$ cat src/rtl/deq_pkg.sv
// deq_pkg: shared types and constants for the double-ended queue
// holds operation and error codes, request/response beats and controller types
// no dependencies
`default_nettype none

package deq_pkg;

	// ring size, a power of two so ring indexes wrap by truncation
	localparam int DEPTH  = 16;
	localparam int ADDR_W = $clog2(DEPTH);
	localparam int WORD_W = 32;
	// count and capacity width, able to hold DEPTH itself
	localparam int CNT_W  = 5;

	typedef enum logic [1:0] {
		OP_PUSH_REAR  = 2'd0,
		OP_POP_FRONT  = 2'd1,
		OP_PUSH_FRONT = 2'd2,
		OP_POP_REAR   = 2'd3
	} op_e;

	localparam logic [1:0] ERR_OK    = 2'd0;
	localparam logic [1:0] ERR_FULL  = 2'd1;
	localparam logic [1:0] ERR_EMPTY = 2'd2;

	typedef struct packed {
		op_e                      op;
		logic signed [WORD_W-1:0] data_in;
	} req_t;

	typedef struct packed {
		logic signed [WORD_W-1:0] data_out;
		logic [1:0]               error_code;
		logic                     is_empty;
		logic                     is_full;
		logic [CNT_W-1:0]         item_total;
	} rsp_t;

	typedef enum logic [1:0] {
		ST_IDLE,
		ST_EXEC,
		ST_RESP
	} state_t;

	// controller to datapath commands
	typedef struct packed {
		logic load;
		logic exec;
	} cmd_t;

endpackage

`default_nettype wire

$ cat src/rtl/double_ended_queue_top.sv
// double_ended_queue_top: top level of the bounded double-ended queue
// depends on deq_pkg, deq_ctrl, deq_dp (which holds deq_ram)
//
// Usage:
//   Request channel: drive req (op, data_in) and raise start; the beat is
//   taken at a rising edge where start is high and busy is low.
//   Ops: push rear, pop front, push front, pop rear.
//   Response channel: done is high for exactly one cycle with rsp holding the
//   popped word (zero for pushes and errors), the error code (full on push,
//   empty on pop, state untouched) and empty/full/count after the operation.
//   The receiver cannot stall; rsp is valid only while done is high.
//   Sequence: the accepting edge captures the request, ST_EXEC then does
//   the ring access with pointer/count update, and done is high in ST_RESP
//   with the ring's registered read data. busy stays high while done is
//   high, so the next request is taken only back in ST_IDLE: an operation
//   must finish before another is taken, set by the three-state controller.
//   Config: cfg_data sets the capacity (zero acts as 1, above 16 acts as 16);
//   cfg_ready is always high; write only while busy is low.
//   Reset (arst_n low): queue empty, front index zero, capacity 16; ring
//   contents are not cleared and are only read once pushed.
`default_nettype none

module double_ended_queue_top
	import deq_pkg::*;
(
	input  wire logic             clk,
	input  wire logic             arst_n,
	input  wire logic             start,
	output logic                  busy,
	input  wire req_t             req,
	output logic                  done,
	output rsp_t                  rsp,
	input  wire logic             cfg_valid,
	output logic                  cfg_ready,
	input  wire logic [CNT_W-1:0] cfg_data
);

	cmd_t cmd;

	// sequencing
	deq_ctrl u_ctrl (
		.clk    (clk),
		.arst_n (arst_n),
		.start  (start),
		.busy   (busy),
		.done   (done),
		.cmd    (cmd)
	);

	// ring store and bookkeeping
	deq_dp u_dp (
		.clk       (clk),
		.arst_n    (arst_n),
		.cmd       (cmd),
		.req       (req),
		.cfg_valid (cfg_valid),
		.cfg_ready (cfg_ready),
		.cfg_data  (cfg_data),
		.rsp       (rsp)
	);

endmodule

`default_nettype wire

$ cat src/rtl/deq_ram.sv
// deq_ram: generic single-port RAM with registered read data
// no dependencies
`default_nettype none

module deq_ram #(
	parameter int WIDTH = 32,
	parameter int DEPTH = 16
) (
	input  wire logic                     clk,
	input  wire logic                     we,
	input  wire logic                     re,
	input  wire logic [$clog2(DEPTH)-1:0] addr,
	input  wire logic [WIDTH-1:0]         wdata,
	output logic      [WIDTH-1:0]         rdata
);

	logic [WIDTH-1:0] mem_q [DEPTH];

	// write port and registered read
	always_ff @(posedge clk) begin
		if (we) begin
			mem_q[addr] <= wdata;
		end
		if (re) begin
			rdata <= mem_q[addr];
		end
	end

endmodule

`default_nettype wire

$ cat src/rtl/deq_ctrl.sv
// deq_ctrl: controller state machine for the double-ended queue
// depends on deq_pkg
`default_nettype none

module deq_ctrl
	import deq_pkg::*;
(
	input  wire logic clk,
	input  wire logic arst_n,
	input  wire logic start,
	output logic      busy,
	output logic      done,
	output cmd_t      cmd
);

	state_t state_q, state_d;

	// state register
	always_ff @(posedge clk or negedge arst_n) begin
		if (!arst_n) begin
			state_q <= ST_IDLE;
		end else begin
			state_q <= state_d;
		end
	end

	// next state and commands
	always_comb begin
		state_d  = state_q;
		busy     = 1'b1;
		done     = 1'b0;
		cmd.load = 1'b0;
		cmd.exec = 1'b0;
		case (state_q)
			ST_IDLE: begin
				busy = 1'b0;
				if (start) begin
					cmd.load = 1'b1;
					state_d  = ST_EXEC;
				end
			end
			ST_EXEC: begin
				cmd.exec = 1'b1;
				state_d  = ST_RESP;
			end
			ST_RESP: begin
				done    = 1'b1;
				state_d = ST_IDLE;
			end
			default: begin
				state_d = ST_IDLE;
			end
		endcase
	end

endmodule

`default_nettype wire

$ cat src/rtl/deq_dp.sv
// deq_dp: datapath of the double-ended queue: ring store, front index, count
// depends on deq_pkg and deq_ram
`default_nettype none

module deq_dp
	import deq_pkg::*;
(
	input  wire logic             clk,
	input  wire logic             arst_n,
	input  wire cmd_t             cmd,
	input  wire req_t             req,
	input  wire logic             cfg_valid,
	output logic                  cfg_ready,
	input  wire logic [CNT_W-1:0] cfg_data,
	output rsp_t                  rsp
);

	op_e                 op_q;
	logic [WORD_W-1:0]   din_q;
	logic [ADDR_W-1:0]   front_q;
	logic [CNT_W-1:0]    count_q;
	logic [CNT_W-1:0]    cap_q;
	logic [1:0]          err_q;
	logic                popped_q;

	logic [CNT_W-1:0]    eff_cap;
	logic                full;
	logic                empty;
	logic [ADDR_W-1:0]   cnt_lo;
	logic                ram_we;
	logic                ram_re;
	logic [ADDR_W-1:0]   ram_addr;
	logic [WORD_W-1:0]   ram_rdata;

	assign cfg_ready = 1'b1;

	// capacity register
	always_ff @(posedge clk or negedge arst_n) begin
		if (!arst_n) begin
			cap_q <= CNT_W'(DEPTH);
		end else if (cfg_valid) begin
			cap_q <= cfg_data;
		end
	end

	// zero acts as one, above the ring size acts as the ring size
	always_comb begin
		eff_cap = cap_q;
		if (cap_q == '0) begin
			eff_cap = CNT_W'(1);
		end else if (cap_q > CNT_W'(DEPTH)) begin
			eff_cap = CNT_W'(DEPTH);
		end
	end

	assign full   = (count_q >= eff_cap);
	assign empty  = (count_q == '0);
	assign cnt_lo = count_q[ADDR_W-1:0];

	// request capture
	always_ff @(posedge clk) begin
		if (cmd.load) begin
			op_q  <= req.op;
			din_q <= req.data_in;
		end
	end

	// ring address and access for the operation at hand
	always_comb begin
		ram_we   = 1'b0;
		ram_re   = 1'b0;
		ram_addr = front_q;
		case (op_q)
			OP_PUSH_REAR: begin
				ram_addr = front_q + cnt_lo;
				ram_we   = cmd.exec && !full;
			end
			OP_PUSH_FRONT: begin
				ram_addr = front_q - ADDR_W'(1);
				ram_we   = cmd.exec && !full;
			end
			OP_POP_FRONT: begin
				ram_addr = front_q;
				ram_re   = cmd.exec && !empty;
			end
			OP_POP_REAR: begin
				ram_addr = front_q + cnt_lo - ADDR_W'(1);
				ram_re   = cmd.exec && !empty;
			end
			default: begin
				ram_addr = front_q;
			end
		endcase
	end

	// front index, count and error update
	always_ff @(posedge clk or negedge arst_n) begin
		if (!arst_n) begin
			front_q  <= '0;
			count_q  <= '0;
			err_q    <= ERR_OK;
			popped_q <= 1'b0;
		end else if (cmd.exec) begin
			err_q    <= ERR_OK;
			popped_q <= 1'b0;
			case (op_q)
				OP_PUSH_REAR: begin
					if (full) begin
						err_q <= ERR_FULL;
					end else begin
						count_q <= count_q + CNT_W'(1);
					end
				end
				OP_PUSH_FRONT: begin
					if (full) begin
						err_q <= ERR_FULL;
					end else begin
						front_q <= front_q - ADDR_W'(1);
						count_q <= count_q + CNT_W'(1);
					end
				end
				OP_POP_FRONT: begin
					if (empty) begin
						err_q <= ERR_EMPTY;
					end else begin
						front_q  <= front_q + ADDR_W'(1);
						count_q  <= count_q - CNT_W'(1);
						popped_q <= 1'b1;
					end
				end
				OP_POP_REAR: begin
					if (empty) begin
						err_q <= ERR_EMPTY;
					end else begin
						count_q  <= count_q - CNT_W'(1);
						popped_q <= 1'b1;
					end
				end
				default: begin
					err_q <= ERR_OK;
				end
			endcase
		end
	end

	deq_ram #(
		.WIDTH (WORD_W),
		.DEPTH (DEPTH)
	) u_ram (
		.clk   (clk),
		.we    (ram_we),
		.re    (ram_re),
		.addr  (ram_addr),
		.wdata (din_q),
		.rdata (ram_rdata)
	);

	// response beat fields
	always_comb begin
		rsp.data_out   = popped_q ? ram_rdata : '0;
		rsp.error_code = err_q;
		rsp.is_empty   = empty;
		rsp.is_full    = full;
		rsp.item_total = count_q;
	end

endmodule

`default_nettype wire
$ cat config.mk
export PLATFORM = sky130hd
export DESIGN_NAME = double_ended_queue_top
export DESIGN_NICKNAME = d
export VERILOG_FILES = /design/src/rtl/deq_pkg.sv /design/src/rtl/double_ended_queue_top.sv /design/src/rtl/deq_ram.sv /design/src/rtl/deq_ctrl.sv /design/src/rtl/deq_dp.sv
export SDC_FILE = /design/constraint.sdc
export NUM_CORES = 1
export LEC_CHECK = 0
export BUFFER_PORTS_ARGS = -buffer_cell sky130_fd_sc_hd__buf_2
export CORE_ASPECT_RATIO = 0.7
export CORE_MARGIN = 2
export CORE_UTILIZATION = 55
export CTS_BUF_LIST = sky130_fd_sc_hd__clkbuf_16
export CTS_CLUSTER_DIAMETER = 200
export CTS_CLUSTER_SIZE = 20
export DETAILED_ROUTE_END_ITERATION = 6
export HOLD_SLACK_MARGIN = 0.08
export PLACE_DENSITY = 0.84
export SLEW_MARGIN = 0
export SYNTH_ARGS = -nofsm -noshare
export SYNTH_HDL_FRONTEND = slang
export SYNTH_HIERARCHICAL = 1
export SYNTH_SLANG_ARGS = --single-unit
$ cat constraint.sdc
create_clock -name clk -period 4.8 [get_ports clk]
set_input_delay 1.2 -clock clk [delete_from_list [all_inputs] [get_ports clk]]
set_output_delay 1.2 -clock clk [all_outputs]
set_load 0.01 [all_outputs]
# After elaboration in Yosys (flattened, before gate mapping)
# Memories as Yosys holds them, arrays and structs flattened. A register that Yosys moved wholly into a read port is not among the register bits.
# Cells that the tools add are included.
# Widths: inputs -> output; s select.
[word_totals]
romBits = 0
input_bits = 43
ff_bits = 53
ramBits = 512
latch_bits = 0
mem_count = 1
out_inout_bits = 44
word_cells = 66
[classes]
n_mul = 0
n_mux = 26
bitwise = 0
reduce_logical = 13
n_div = 0
add_sub_neg = 6
shifts = 0
magnitude_cmp = 2
eq_ne = 10
[mem_list]
columns = ["name", "depth", "word_bits", "rd", "rd_clocked_by_memory_dff", "wr", "line", "source"]
rows = [
  ["u_dp.u_ram.mem_q", 16, 32, 1, 1, 1, "deq_ram.sv:17", "logic [WIDTH-1:0] mem_q [DEPTH];"],
]
[op_table]
columns = ["operator", "n"]
rows = [
  ["$mux 32", 1],
  ["$mux 5", 4],
  ["$pmux 4 s4", 1],
  ["$mux 1", 12],
  ["$logic_not 5->1", 2],
  ["$ne 2x2->1 const B", 5],
  ["$pmux 5 s2", 1],
  ["$mux 4", 2],
  ["$pmux 2 s2", 2],
  ["$pmux 4 s2", 1],
  ["$sub 4x1->4 const B", 2],
  ["$eq 2x2->1 const B", 3],
  ["$add 5x1->5 const B", 1],
  ["$ge 5x5->1", 1],
  ["$gt 5x5->1 const B", 1],
  ["$sub 5x1->5 const B", 1],
  ["$add 4x1->4 const B", 1],
  ["$add 4x4->4", 1],
  ["$eq 2x1->1 const B", 2],
  ["$logic_not 2->1", 2],
  ["$mux 2", 2],
  ["$reduce_and 4->1", 1],
  ["$reduce_or 2->1", 2],
  ["$reduce_and 3->1", 1],
  ["other kinds (3)", 5],
]

# Depth between registers and ports, before layout
# Gate-level depths: netlist (run 1).
[logic_depth]
depth_word = 9
mapped_depth = 13
mapped_depth_nobuf = 11

# Hierarchy
# The synthesis (run 1) kept the hierarchy.
[by_module_without_submodules]
columns = ["mod", "area_each_um2", "seq_area_each_um2", "cells_per_inst", "instances"]
rows = [
  ["deq_ram", 20183.1, 16335.7, 840, 1],
  ["deq_dp", 2695.1, 1447.6, 228, 1],
  ["deq_ctrl", 97.6, 50.0, 9, 1],
]

# Worst setup path before layout (run 1)
# Ideal clock, no wire load.
[synth_timing]
path_kind = "flip-flop to flip-flop"
startpoint = "register u_dp.count_q[0]"
endpoint = "memory u_dp.u_ram.mem_q[0][0] (enable)"
required_ns = 4.339
period_less_slack_ns = 5.317
setup_slack_ns = -0.517
setup_time_ns = 0.461
path_buffers = 0
path_stages_with_launch = 11
arrival_time_ns = 4.856
cell_sequence = "dfrtp_1 > ha_1 > inv_1 > fa_1 > nor2b_1 > nand2_1 > nor4bb_1 > a2111oi_2 > nand2_1 > or3b_2 > nor3_1"
[synth_between]
elab_cells_between_ends = 9
cone_classes = "2 x add/sub; 1 x order compare; 4 x mux; 2 x reduce/logical"
[synth_rtl]
columns = ["element", "line", "source"]
rows = [
  ["from (decl)", "deq_dp.sv:21", "logic [CNT_W-1:0] count_q;"],
  ["from (signal assigned)", "deq_dp.sv:111", "count_q <= count_q + CNT_W'(1);"],
  ["from (signal assigned)", "deq_dp.sv:119", "count_q <= count_q + CNT_W'(1);"],
  ["from (signal assigned)", "deq_dp.sv:127", "count_q <= count_q - CNT_W'(1);"],
  ["$add 4x4->4 (*)", "deq_dp.sv:75, deq_dp.sv:87", ""],
  ["$sub 4x1->4", "deq_dp.sv:87", "ram_addr = front_q + cnt_lo - ADDR_W'(1);"],
  ["$pmux 4 s4 (*)", "deq_dp.sv:73", "case (op_q)"],
  ["named net u_dp.ram_addr[3]", "deq_dp.sv:32", "logic [ADDR_W-1:0] ram_addr;"],
  ["to (decl)", "deq_ram.sv:17", ""],
]
# Mark *: on every way through the listed nets, which the timed path passes. The rest lies on a longest branch.

# Final worst setup path (run 1)
[layout_timing]
startpoint = "register u_dp.front_q[0]"
endpoint = "memory u_dp.u_ram.mem_q[13][19] (enable)"
[layout_between]
elab_chain_len = 3
elab_cells_between_ends = 4
cone_classes = "3 x add/sub; 1 x mux"
[layout_lines]
columns = ["element", "line", "source"]
rows = [
  ["from (decl)", "deq_dp.sv:20", "logic [ADDR_W-1:0] front_q;"],
  ["from (signal assigned)", "deq_dp.sv:118", "front_q <= front_q - ADDR_W'(1);"],
  ["from (signal assigned)", "deq_dp.sv:126", "front_q <= front_q + ADDR_W'(1);"],
  ["$add 4x4->4", "deq_dp.sv:75, deq_dp.sv:87", ""],
  ["$sub 4x1->4", "deq_dp.sv:87", ""],
  ["$pmux 4 s4 (*)", "deq_dp.sv:73", ""],
  ["named net u_dp.ram_addr[2]", "deq_dp.sv:32", ""],
]
# Marks and branches as above.

==> metrics.csv, run 1 <==
stage,metric,value,unit
pwr,p_int,9.803,mW
synth,postSynthRegisterBits,597,
synth,synth_top_family_by_area,multiplexers,
clock_network,clkSlewWorstSetupHoldPaths,90,ps
layout,fillerInstances,2741,
worst_setup_path,crit_path_max_fanout,18,
global_routing,grt_remaining_overflow,0,
routing,dr.pass1.iters,5,
synth,synthCells,1077,
synth,synth-xor-area-share,0.4139,%
sta,timing.clock.skew,30.32,ps
worst_setup_path,reg2reg_setup_slack,620,ps
die,fp.dieH,175,µm
sta,achievable-frequency,239.3,MHz
synth,synth.yosys.warnings,6,
synth,sequential_cell_area_fraction_in_the_yosys_report,77.62,%
layout,multiInputGateArea,0.004979,mm²
outcome,status,"finished, final reports clean",
layout,inserted_diodes,0,
die,die_width,248.3,µm
clock_network,cts_resized,0,
pwr,sw_frac_of_total,32.22,%
placed_design,detailedPlace.worstSlack,733.3,ps
synth,synthSimpleGateAreaFrac,3.246,%
worst_setup_path,path_cells,ha_1 > inv_1 > fa_1 > ha_1 > xnor2_1 > a21oi_1 > a21oi_1 > nand3_1 > nor2_4 > buf_12,
global_routing,grt_first_pass_wirelength,70540,µm
sta,finalWorstSetupSlack,621.3,ps
worst_setup_path,setup.worst_path.end_class,flip-flop,
routing,drc,0,
synth,synthesis.area_per_instance,21.33,µm²
sta,maxSlewHeadroom,35.43,%
layout,area_growth,10.28,%
placed_design,io_buffers,85,
clock_network,clock_tree.htree_level_count,2,
routing,via_count_normalized_by_instance_count,6.273,
synth,synth_compound_gate_area_share,3.311,%
global_routing,grt_pass1_vias,11154,
placed_design,dp_hpwl,28030,µm
clock_network,cts_tree,built,
layout,postLayoutCoreUtil,61.63,%
hold_path,hold_path.class,reg2reg,
synth,synth.lib_cells_used.distinct,55,
routing,routed_wl,47050,µm
pwr,power.leakage,8.249,nW
clock_network,clock_insertion_delay_worst_skew,560,ps
routing,ant_nets,0,
sta,hold_viol_final,0,
sta,finalSetupViolCount,0,
worst_setup_path,worst_path_max_delay_cell,sky130_fd_sc_hd__a21oi_1,
worst_setup_path,cpPeakStageDelay,640,ps
pwr,pwrdens,570.8,mW/mm²
pwr,netSwitchingPower,4.659,mW
run,drv.max_cap_violation_count,0,
pwr,vdd_ir_drop_max,0.4699,mV
sta,min_period,4179,ps
placed_design,routabilityCongestion,0.8079,
sta,fin_tns_setup,0,ps
routing,detailroute.via_count,10877,
routing,drt_first_iter_violations,1330,
synth,synth_enable_flop_cells,578,
routing,wire_per_inst,27.13,µm
global_routing,antenna_found_initial,1,
synth,synth-async-reset-ratio,3.183,%
layout,design.final.nets,1242,
clock_network,post-cts-setup-buffer-count,0,
layout,drive_gt1_share,27.65,%
worst_setup_path,critPathRequiredTime,5030,ps
pwr,p_comb_share,35.5,%
synth,syn-num-nets,1136,
sta,tightest_slew,968.5,ps
die,dieArea,0.04345,mm²
die,start_util,55.88,%
sta,timing.final.max_slew_violations,0,
die,std_cell_rows,62,
global_routing,grt_start_max_net_pins,73,
clock_network,cts_inserted_buffers,35,
clock_network,numClockSinks,597,
clock_network,cts-root-buf,sky130_fd_sc_hd__clkbuf_16,
synth,synthFlopType,sky130_fd_sc_hd__edfxtp_1,
die,io-pin-count,87,
sta,finalCritPeriodShare,87.06,%
synth,synthAdderAreaFrac,0.9367,%
worst_setup_path,cp_data_arrival_time,4410,ps
clock_network,ctsHoldBuffers,0,
pwr,power.sequential.fraction,44.4,%
pwr,power.share.clock,20.0,%
synth,netlist_area,0.02298,mm²
layout,register_area,0.01783,mm²
sta,rsz_0062_raised_after_global_routing,false,
worst_setup_path,path_class,reg2reg,
global_routing,groute.usage.overall,22.32,%
worst_setup_path,crit_path_start_kind,flip-flop,
die,placeableCoreArea,0.04111,mm²
synth,synth.area.mux_share,12.97,%
clock_network,clock_tree.buffer_depth,3,
-- synth_stat cells, drive strengths merged (2+ instances only) --
master / instances / share of area [%]
inv: 14 / 0.23
ha: 14 / 0.76
mux4: 128 / 13
nor2: 20 / 0.33
a32oi: 2 / 0.076
mux2: 5 / 0.25
clkbuf: 32 / 0.52
nand2b: 2 / 0.054
nor2b: 10 / 0.27
or2: 2 / 0.054
nor3: 12 / 0.28
and3: 3 / 0.10
o21ai: 11 / 0.29
nand3: 3 / 0.065
mux2i: 4 / 0.17
nor3b: 2 / 0.065
nand2: 47 / 0.77
edfxtp: 578 / 76
a21o: 4 / 0.13
a22oi: 65 / 2.1
fa: 2 / 0.17
xor2: 2 / 0.11
a21oi: 10 / 0.23
and2: 34 / 0.94
buf: 24 / 0.74
dfrtp: 18 / 2.0
nor4: 2 / 0.082
a211oi: 2 / 0.065
xnor2: 8 / 0.30
nand3b: 3 / 0.098
-- worst max-delay path: cells and delay by family (launching register included) --
kind | cells | cell delay, ps
AO/OA/AOI/OAI | 2 | 730
XOR/XNOR | 1 | 190
adder cells (fa/ha/maj) | 3 | 970
buffers and inverters | 2 | 340
flip-flops | 1 | 490
AND/OR/NAND/NOR | 2 | 1120
-- cell usage in the layout, fill, tap and decap left out, types with 18 or more instances in the layout --
cell	n
sky130_fd_sc_hd__buf_4	31
sky130_fd_sc_hd__mux4_2	128
sky130_fd_sc_hd__and2_1	33
sky130_fd_sc_hd__dfrtp_1	18
sky130_fd_sc_hd__nand2_1	47
sky130_fd_sc_hd__buf_2	85
sky130_fd_sc_hd__clkbuf_16	37
sky130_fd_sc_hd__a22oi_1	65
sky130_fd_sc_hd__inv_1	20
sky130_fd_sc_hd__edfxtp_1	578
-- flip-flops by register name (all words and copies together) (netlist names) --
| register | cells |
|---|---|
| u_dp/front_q | 4 |
| u_dp/u_ram/mem_q | 512 |
| u_dp/count_q | 5 |
| u_dp/err_q | 2 |
| u_dp/op_q | 2 |
| u_dp/cap_q | 5 |
| u_ctrl/state_q | 2 |
| u_dp/din_q | 32 |
| u_dp/u_ram/rdata | 32 |
| u_dp/popped_q | 1 |
-- power groups by stage --
stage	registers [mW]	clock network, mW	logic [mW]
after floorplan	6.44	0	3.66
after global placement	6.52	0	4.99
after detailed placement	6.54	0	5.11
after CTS	6.43	2.96	5.15
after global routing	6.46	3.13	5.52
final	6.42	2.90	5.14
-- layout make-up --
class                           count  share of cell area, %
Tap cell                          544                  2.686
Inverter                           14                 0.2074
Sequential cell                   597                  70.39
Multi-Input combinational cell    410                  19.65
Clock buffer                       37                  3.654
Clock inverter                      7                 0.1086
Timing Repair Buffer              125                  3.309
-- cells by family after synthesis --
group,after synthesis
buf+inv,70
compound gates,102
xor+xnor,10
mux,137
fa+ha+maj,16
simple gates,144
flops,597
other cells,1
-- per-stage QoR --
stage,hold WS [ps],instance area (µm²),cells,power [mW]
6_report,485.4,25340,1734,14.46
5_1_grt,526.7,25340,1734,15.11
4_1_cts,488.8,25340,1734,14.53
3_5_place_dp,468.4,24380,1690,11.65
3_3_place_gp,472.3,24380,1690,11.51
2_1_floorplan,471.7,22990,1077,10.10
-- path summary, 6_finish.rpt --
| check | start | end | depth (start not counted) |
|---|---|---|---|
| setup / recovery | u_dp/front_q[0] | u_dp/u_ram/mem_q[13][19] | 10 |
| hold / removal | u_dp/err_q[0] | u_dp/err_q[0] | 1 |
| setup reg to reg | u_dp/front_q[0] | u_dp/u_ram/mem_q[13][19] | 10 |
| hold reg to reg | u_dp/err_q[0] | u_dp/err_q[0] | 1 |
| max in group asynchronous | arst_n | u_dp/cap_q[4] | 1 |
| min in group asynchronous | arst_n | u_dp/cap_q[0] | 1 |
-- metal layers --
metal	vias up	global-route usage (%)	wire (µm)
met5	-	0	0
met2	518	35.05	22700
met1	5675	32.82	19120
li1	4610	-	-
met3	74	3.824	4036
met4	0	6.349	1196
Power figures use the tool's default switching activity.
==> run 2: changes to the inputs <==
--- a/config.mk
+++ b/config.mk
@@ -9,7 +9,6 @@
 export CORE_ASPECT_RATIO = 0.7
 export CORE_MARGIN = 2
 export CORE_UTILIZATION = 55
-export CTS_BUF_LIST = sky130_fd_sc_hd__clkbuf_16
 export CTS_CLUSTER_DIAMETER = 200
 export CTS_CLUSTER_SIZE = 20
 export DETAILED_ROUTE_END_ITERATION = 6
==> metrics.csv, run 2 (synthesis gave the netlist of run 1 again) <==
stage,metric,value,unit,change
worst_setup_path,worstReg2RegStart,u_dp/front_q[0],,unchanged
pwr,vdd_ir_drop_max,0.4702,mV,was 0.4699 mV
die,dieArea,0.04345,mm²,unchanged
global_routing,antenna_found_initial,1,,unchanged
global_routing,groute.layer.met3.usage,3.824,%,unchanged
clock_network,clock_insertion_delay_worst_skew,560,ps,about the same
layout,design.final.nets,1242,,unchanged
clock_network,cts-root-buf,sky130_fd_sc_hd__clkbuf_16,,unchanged
sta,min_period,4190,ps,was 4179 ps
clock_network,ctsHoldBuffers,0,,unchanged
run,drv.max_cap_violation_count,0,,unchanged
worst_setup_path,timing.reg2reg.worst_path_depth,11,,was 10
die,placeableCoreArea,0.04111,mm²,unchanged
layout,area_growth,10.28,%,unchanged
clock_network,clkSlewWorstSetupHoldPaths,90,ps,about the same
worst_setup_path,crit_path_start_kind,flip-flop,,unchanged
sta,timing.final.max_slew_violations,0,,unchanged
routing,drt_first_iter_violations,1322,,"was 1,330"
clock_network,numClockSinks,597,,unchanged
sta,achievable-frequency,238.6,MHz,was 239.3 MHz
outcome,status,"finished, final reports clean",,unchanged
die,std_cell_rows,62,,unchanged
clock_network,clock_tree.buffer_depth,3,,unchanged
worst_setup_path,timing.rr.end,u_dp/u_ram/mem_q[5][26],,was u_dp/u_ram/mem_q[13][19]
layout,max_reg_flops,512,,unchanged
layout,biggestRegsByFlops,"u_dp/u_ram/mem_q x512, u_dp/din_q x32, u_dp/u_ram/rdata x32",,unchanged
placed_design,detailedPlace.worstSlack,733.3,ps,unchanged
hold_path,hold_path.class,reg2reg,,unchanged
placed_design,placed_cells_incl_taps,1690,,unchanged
die,start_util,55.88,%,unchanged
die,die_width,248.3,µm,unchanged
layout,inserted_diodes,0,,unchanged
worst_setup_path,critPathRequiredTime,5040,ps,was 5030 ps
worst_setup_path,setup.worst_path.end_class,flip-flop,,unchanged
layout,drive_gt1_share,27.65,%,unchanged
global_routing,grt_pass1_vias,11154,,unchanged
sta,hold_viol_final,0,,unchanged
pwr,design_power_total,14.47,mW,was 14.46 mW
layout,max_flop_register,u_dp/u_ram/mem_q,,unchanged
worst_setup_path,cpPeakStageDelay,670,ps,was 640 ps
routing,routed_wl,47030,µm,"was 47,050 µm"
die,io-pin-count,87,,unchanged
routing,dr.pass1.iters,5,,unchanged
die,fp.dieH,175,µm,unchanged
clock_network,clock_tree.htree_level_count,2,,unchanged
sta,finalWorstSetupSlack,609.6,ps,was 621.3 ps
worst_setup_path,worst_path_max_delay_cell,sky130_fd_sc_hd__nor2_4,,was sky130_fd_sc_hd__a21oi_1
sta,finalCritPeriodShare,87.30,%,was 87.06%
layout,most-common-layout-cells,"578 x sky130_fd_sc_hd__edfxtp_1, 128 x sky130_fd_sc_hd__mux4_2, 85 x sky130_fd_sc_hd__buf_2",,unchanged
pwr,pwrdens,571.1,mW/mm²,was 570.8 mW/mm²
sta,maxSlewHeadroom,35.51,%,was 35.43%
worst_setup_path,setup.worst_path.start,u_dp/front_q[0],,unchanged
layout,finish.cell_count_without_fillers,1734,,unchanged
placed_design,io_buffers,85,,unchanged
clock_network,cts_resized,0,,unchanged
global_routing,grt_remaining_overflow,0,,unchanged
worst_setup_path,path_cells,ha_1 > inv_1 > fa_1 > nor2b_1 > nand2_1 > nor4bb_1 > a2111oi_2 > nand2_1 > nand3b_1 > nor2_4 > buf_12,,was ha_1 > inv_1 > fa_1 > ha_1 > xnor2_1 > a21oi_1 > a21oi_1 > nand3_1 > nor2_4 > buf_12
global_routing,grtUsageMet1,32.82,%,unchanged
routing,via_count_normalized_by_instance_count,6.276,,was 6.273
clock_network,cts_inserted_buffers,35,,unchanged
sta,finalSetupViolCount,0,,unchanged
sta,tightest_slew,967.3,ps,was 968.5 ps
worst_setup_path,cp_data_arrival_time,4430,ps,was 4410 ps
clock_network,cts_tree,built,,unchanged
pwr,power.leakage,8.224,nW,was 8.249 nW
routing,wire_per_inst,27.12,µm,was 27.13 µm
routing,ant_nets,0,,unchanged
worst_setup_path,endpoint,u_dp/u_ram/mem_q[5][26],,was u_dp/u_ram/mem_q[13][19]
routing,detailroute.via_count,10883,,"was 10,877"
worst_setup_path,crit_path_max_fanout,17,,was 18
sta,rsz_0062_raised_after_global_routing,false,,unchanged
placed_design,routabilityCongestion,0.8079,,unchanged
routing,drc,0,,unchanged
sta,fin_tns_setup,0,ps,unchanged
placed_design,dp_hpwl,28030,µm,unchanged
global_routing,busiest_layer,met2,,unchanged
worst_setup_path,path_class,reg2reg,,unchanged
layout,layout.cells.most_common,sky130_fd_sc_hd__edfxtp_1,,unchanged
clock_network,post-cts-setup-buffer-count,0,,unchanged
global_routing,grt_first_pass_wirelength,70540,µm,unchanged
global_routing,groute.usage.overall,22.32,%,unchanged
worst_setup_path,path_common_cell,sky130_fd_sc_hd__nand2_1,,
worst_setup_path,reg2reg_setup_slack,610,ps,was 620 ps
sta,timing.clock.skew,31.37,ps,was 30.32 ps
global_routing,grt_start_max_net_pins,73,,unchanged
global_routing,globalRouteMet2Util,35.05,%,unchanged
[run 2: worst min-delay path by stage]
stage                            startpoint           endpoint  cells after the start
after floorplan           u_ctrl/state_q[1]  u_ctrl/state_q[1]                      1
after global placement        u_dp/err_q[0]      u_dp/err_q[0]                      1
after detailed placement      u_dp/err_q[0]      u_dp/err_q[0]                      1
after CTS                     u_dp/err_q[0]      u_dp/err_q[0]                      1
after global routing          u_dp/err_q[0]      u_dp/err_q[0]                      1
final                         u_dp/err_q[0]      u_dp/err_q[0]                      1
[run 2: critical path: cells and delay by family (launching register included)]
| family | cells | cell delay (ps) |
|---|---|---|
| compound gates | 1 | 340 |
| simple gates | 6 | 1940 |
| buf+inv | 2 | 320 |
| fa+ha+maj | 2 | 770 |
| flops | 1 | 490 |
[run 2: per-layer routing]
layer / vias up / wire (µm)
met1: 5675 / 19170
li1: 4611 / -
met4: 0 / 1195
met2: 524 / 22710
met3: 73 / 3951
met5: - / 0
[run 2: layout make-up]
class	instances	area [µm²]
inverters	14	52.55
well taps	544	680.7
clock buffers	43	948.4
repair buffers	125	838.3
fillers	2741	15780
clock inverters	1	5.005
flip-flops and latches	597	17830
multi-input cells	410	4979
[run 2: stage by stage]
stage | hold WS [ps] | instance area [µm²] | utilization (%)
4_1_cts | 488.8 | 25340 | 61.63
2_1_floorplan | 471.7 | 22990 | -
3_3_place_gp | 472.3 | 24380 | 59.31
3_5_place_dp | 468.4 | 24380 | 59.31
5_1_grt | 526.7 | 25340 | 61.63
6_report | 485.7 | 25340 | 61.63
[run 2: report_power, final]
group	switching [mW]	leakage (nW)	total, mW	internal [mW]
Combinational	2.88	2.31	5.13	2.25
Sequential	0.252	5.45	6.42	6.17
Clock	1.52	0.467	2.91	1.39
==> run 3: changes to the inputs <==
--- a/config.mk
+++ b/config.mk
@@ -6,9 +6,11 @@
 export NUM_CORES = 1
 export LEC_CHECK = 0
 export BUFFER_PORTS_ARGS = -buffer_cell sky130_fd_sc_hd__buf_2
+export CELL_PAD_IN_SITES_DETAIL_PLACEMENT = 0
+export CELL_PAD_IN_SITES_GLOBAL_PLACEMENT = 1
 export CORE_ASPECT_RATIO = 0.7
 export CORE_MARGIN = 2
-export CORE_UTILIZATION = 55
+export CORE_UTILIZATION = 49
 export CTS_CLUSTER_DIAMETER = 200
 export CTS_CLUSTER_SIZE = 20
 export DETAILED_ROUTE_END_ITERATION = 6
==> metrics.csv, run 3 (synthesis gave the netlist of run 1 again) <==
stage,metric,value,unit,change
clock_network,clock_insertion_delay_worst_skew,560,ps,about the same
global_routing,grt_remaining_overflow,0,,unchanged
worst_setup_path,crit_path_max_fanout,13,,was 17
clock_network,cts-root-buf,sky130_fd_sc_hd__clkbuf_16,,unchanged
worst_setup_path,critPathRequiredTime,5060,ps,was 5040 ps
hold_path,hold_path.class,reg2reg,,unchanged
layout,finalInstanceArea,0.02541,mm²,was 0.02534 mm²
clock_network,clock_tree.buffer_depth,3,,unchanged
pwr,vdd_ir_drop_max,0.5627,mV,was 0.4702 mV
clock_network,cts_inserted_buffers,35,,unchanged
sta,finalCritPeriodShare,88.93,%,was 87.30%
die,io-pin-count,87,,unchanged
worst_setup_path,crit_path_start_kind,flip-flop,,unchanged
worst_setup_path,crit_family,simple AND/OR/NAND/NOR gates,,unchanged
global_routing,groute.usage.overall,19.52,%,was 22.32%
layout,fillerInstances,3441,,"was 2,741"
sta,timing.clock.skew,23.81,ps,was 31.37 ps
clock_network,post-cts-setup-buffer-count,0,,unchanged
routing,routed_wl,46520,µm,"was 47,030 µm"
layout,max_flop_register,u_dp/u_ram/mem_q,,unchanged
outcome,status,"finished, final reports clean",,unchanged
die,dieArea,0.04867,mm²,was 0.04345 mm²
layout,layout.cells.most_common,sky130_fd_sc_hd__edfxtp_1,,unchanged
sta,timing.final.max_slew_violations,0,,unchanged
die,start_util,49.59,%,was 55.88%
routing,detailroute.via_count,10820,,"was 10,883"
layout,inserted_diodes,0,,unchanged
routing,drc,0,,unchanged
worst_setup_path,setup.worst_path.start,u_dp/front_q[0],,unchanged
layout,drive_gt1_share,28.06,%,was 27.65%
clock_network,numClockSinks,597,,unchanged
sta,maxSlewHeadroom,29.47,%,was 35.51%
layout,area_growth,10.60,%,was 10.28%
global_routing,antenna_found_initial,0,,was 1
global_routing,grt_pass1_vias,11091,,"was 11,154"
placed_design,io_buffers,85,,unchanged
layout,biggestRegsByFlops,"u_dp/u_ram/mem_q x512, u_dp/din_q x32, u_dp/u_ram/rdata x32",,unchanged
clock_network,clock_tree.htree_level_count,2,,unchanged
sta,finalSetupViolCount,0,,unchanged
layout,design.final.nets,1246,,"was 1,242"
worst_setup_path,cp_data_arrival_time,4530,ps,was 4430 ps
hold_path,hold_end,u_dp/err_q[0],,unchanged
worst_setup_path,path_cells,ha_1 > inv_1 > fa_1 > nor2b_1 > nand2_1 > nor4bb_1 > a2111oi_2 > nand2_1 > nand3b_1 > nor2_4 > buf_4,,was ha_1 > inv_1 > fa_1 > nor2b_1 > nand2_1 > nor4bb_1 > a2111oi_2 > nand2_1 > nand3b_1 > nor2_4 > buf_12
pwr,design_power_total,14.49,mW,was 14.47 mW
worst_setup_path,cpPeakStageDelay,580,ps,was 670 ps
layout,finish.cell_count_without_fillers,1806,,"was 1,734"
die,placeableCoreArea,0.04633,mm²,was 0.04111 mm²
routing,via_count_normalized_by_instance_count,5.991,,was 6.276
placed_design,routabilityCongestion,0.8042,,was 0.8079
die,std_cell_rows,66,,was 62
clock_network,cts_tree,built,,unchanged
layout,max_reg_flops,512,,unchanged
worst_setup_path,worst_path_max_delay_cell,sky130_fd_sc_hd__nor2_4,,unchanged
worst_setup_path,timing.rr.end,u_dp/u_ram/mem_q[6][27],,was u_dp/u_ram/mem_q[5][26]
pwr,power.leakage,8.234,nW,was 8.224 nW
sta,achievable-frequency,234.3,MHz,was 238.6 MHz
worst_setup_path,reg2reg_setup_slack,530,ps,was 610 ps
die,die_width,262.8,µm,was 248.3 µm
routing,ant_nets,0,,unchanged
worst_setup_path,timing.reg2reg.worst_path_depth,11,,unchanged
sta,rsz_0062_raised_after_global_routing,false,,unchanged
clock_network,cts_resized,0,,unchanged
die,fp.dieH,185.2,µm,was 175 µm
placed_design,cell_area_placed,0.02446,mm²,was 0.02438 mm²
worst_setup_path,setup.worst_path.end_class,flip-flop,,unchanged
worst_setup_path,path_common_cell,sky130_fd_sc_hd__nand2_1,,unchanged
sta,min_period,4269,ps,was 4190 ps
worst_setup_path,path_buf_inv,2,,unchanged
clock_network,ctsHoldBuffers,0,,unchanged
hold_path,holdPathStages,1,,unchanged
sta,tightest_slew,1054,ps,was 967.3 ps
pwr,pwrdens,570.1,mW/mm²,was 571.1 mW/mm²
global_routing,grt_start_max_net_pins,113,,was 73
worst_setup_path,path_class,reg2reg,,unchanged
layout,most-common-layout-cells,"578 x sky130_fd_sc_hd__edfxtp_1, 128 x sky130_fd_sc_hd__mux4_2, 85 x sky130_fd_sc_hd__buf_2",,unchanged
run,drv.max_cap_violation_count,0,,unchanged
placed_design,placed_cells_incl_taps,1762,,"was 1,690"
routing,wire_per_inst,25.76,µm,was 27.12 µm
global_routing,grt_first_pass_wirelength,70650,µm,"was 70,540 µm"
placed_design,dp_hpwl,27470,µm,"was 28,030 µm"
worst_setup_path,worstReg2RegStart,u_dp/front_q[0],,unchanged
clock_network,clkSlewWorstSetupHoldPaths,80,ps,was 90 ps
routing,drt_first_iter_violations,1033,,"was 1,322"
routing,dr.pass1.iters,5,,unchanged
hold_path,hold_path.startpoint,u_dp/err_q[0],,unchanged
sta,hold_viol_final,0,,unchanged
==> run 3: cell type report <==
class / count / area, µm² / area share, %
clock inverter: 3 / 30.03 / 0.1182
tap: 612 / 765.7 / 3.013
multi-input combinational: 410 / 4980 / 19.60
sequential: 597 / 17830 / 70.18
timing repair buffer: 129 / 830.8 / 3.269
clock buffer: 41 / 919.6 / 3.619
inverter: 14 / 52.55 / 0.2068
==> run 3: metrics by stage <==
stage | hold WS (ps) | setup WS, ps | TNS (ps) | utilization (%)
2_1_floorplan | 471.7 | -124.2 | -7946 | -
3_3_place_gp | 475.3 | 761.5 | 0 | 52.80
3_5_place_dp | 500.8 | 621.8 | 0 | 52.80
4_1_cts | 520.7 | 568.2 | 0 | 54.85
5_1_grt | 525.5 | 313.1 | 0 | 54.85
6_report | 507.1 | 531.2 | 0 | 54.85
==> run 3: metal layers <==
metal  routed length [µm]  global-route usage, %  part of all wire, %
met3                 3247                  3.377                  7.0
met4                  696                  3.840                  1.5
met5                    0                      0                    0
met1                19830                  27.94                   43
met2                22740                  32.23                   49
==> run 3: worst max-delay path by stage <==
stage                                         end  slack (ps)  depth (start not counted)
after floorplan            u_dp/u_ram/mem_q[8][0]        -120                         11
after global placement    u_dp/u_ram/mem_q[6][27]         760                         11
after detailed placement  u_dp/u_ram/mem_q[5][24]         620                         11
after CTS                 u_dp/u_ram/mem_q[7][19]         570                         11
after global routing      u_dp/u_ram/mem_q[6][23]         310                         11
final                     u_dp/u_ram/mem_q[6][27]         530                         11
==> run 3: where the power goes <==
| group | internal, mW | switching [mW] | total [mW] |
|---|---|---|---|
| registers | 6.17 | 0.225 | 6.40 |
| clock network | 1.36 | 1.55 | 2.92 |
| logic | 2.26 | 2.91 | 5.17 |
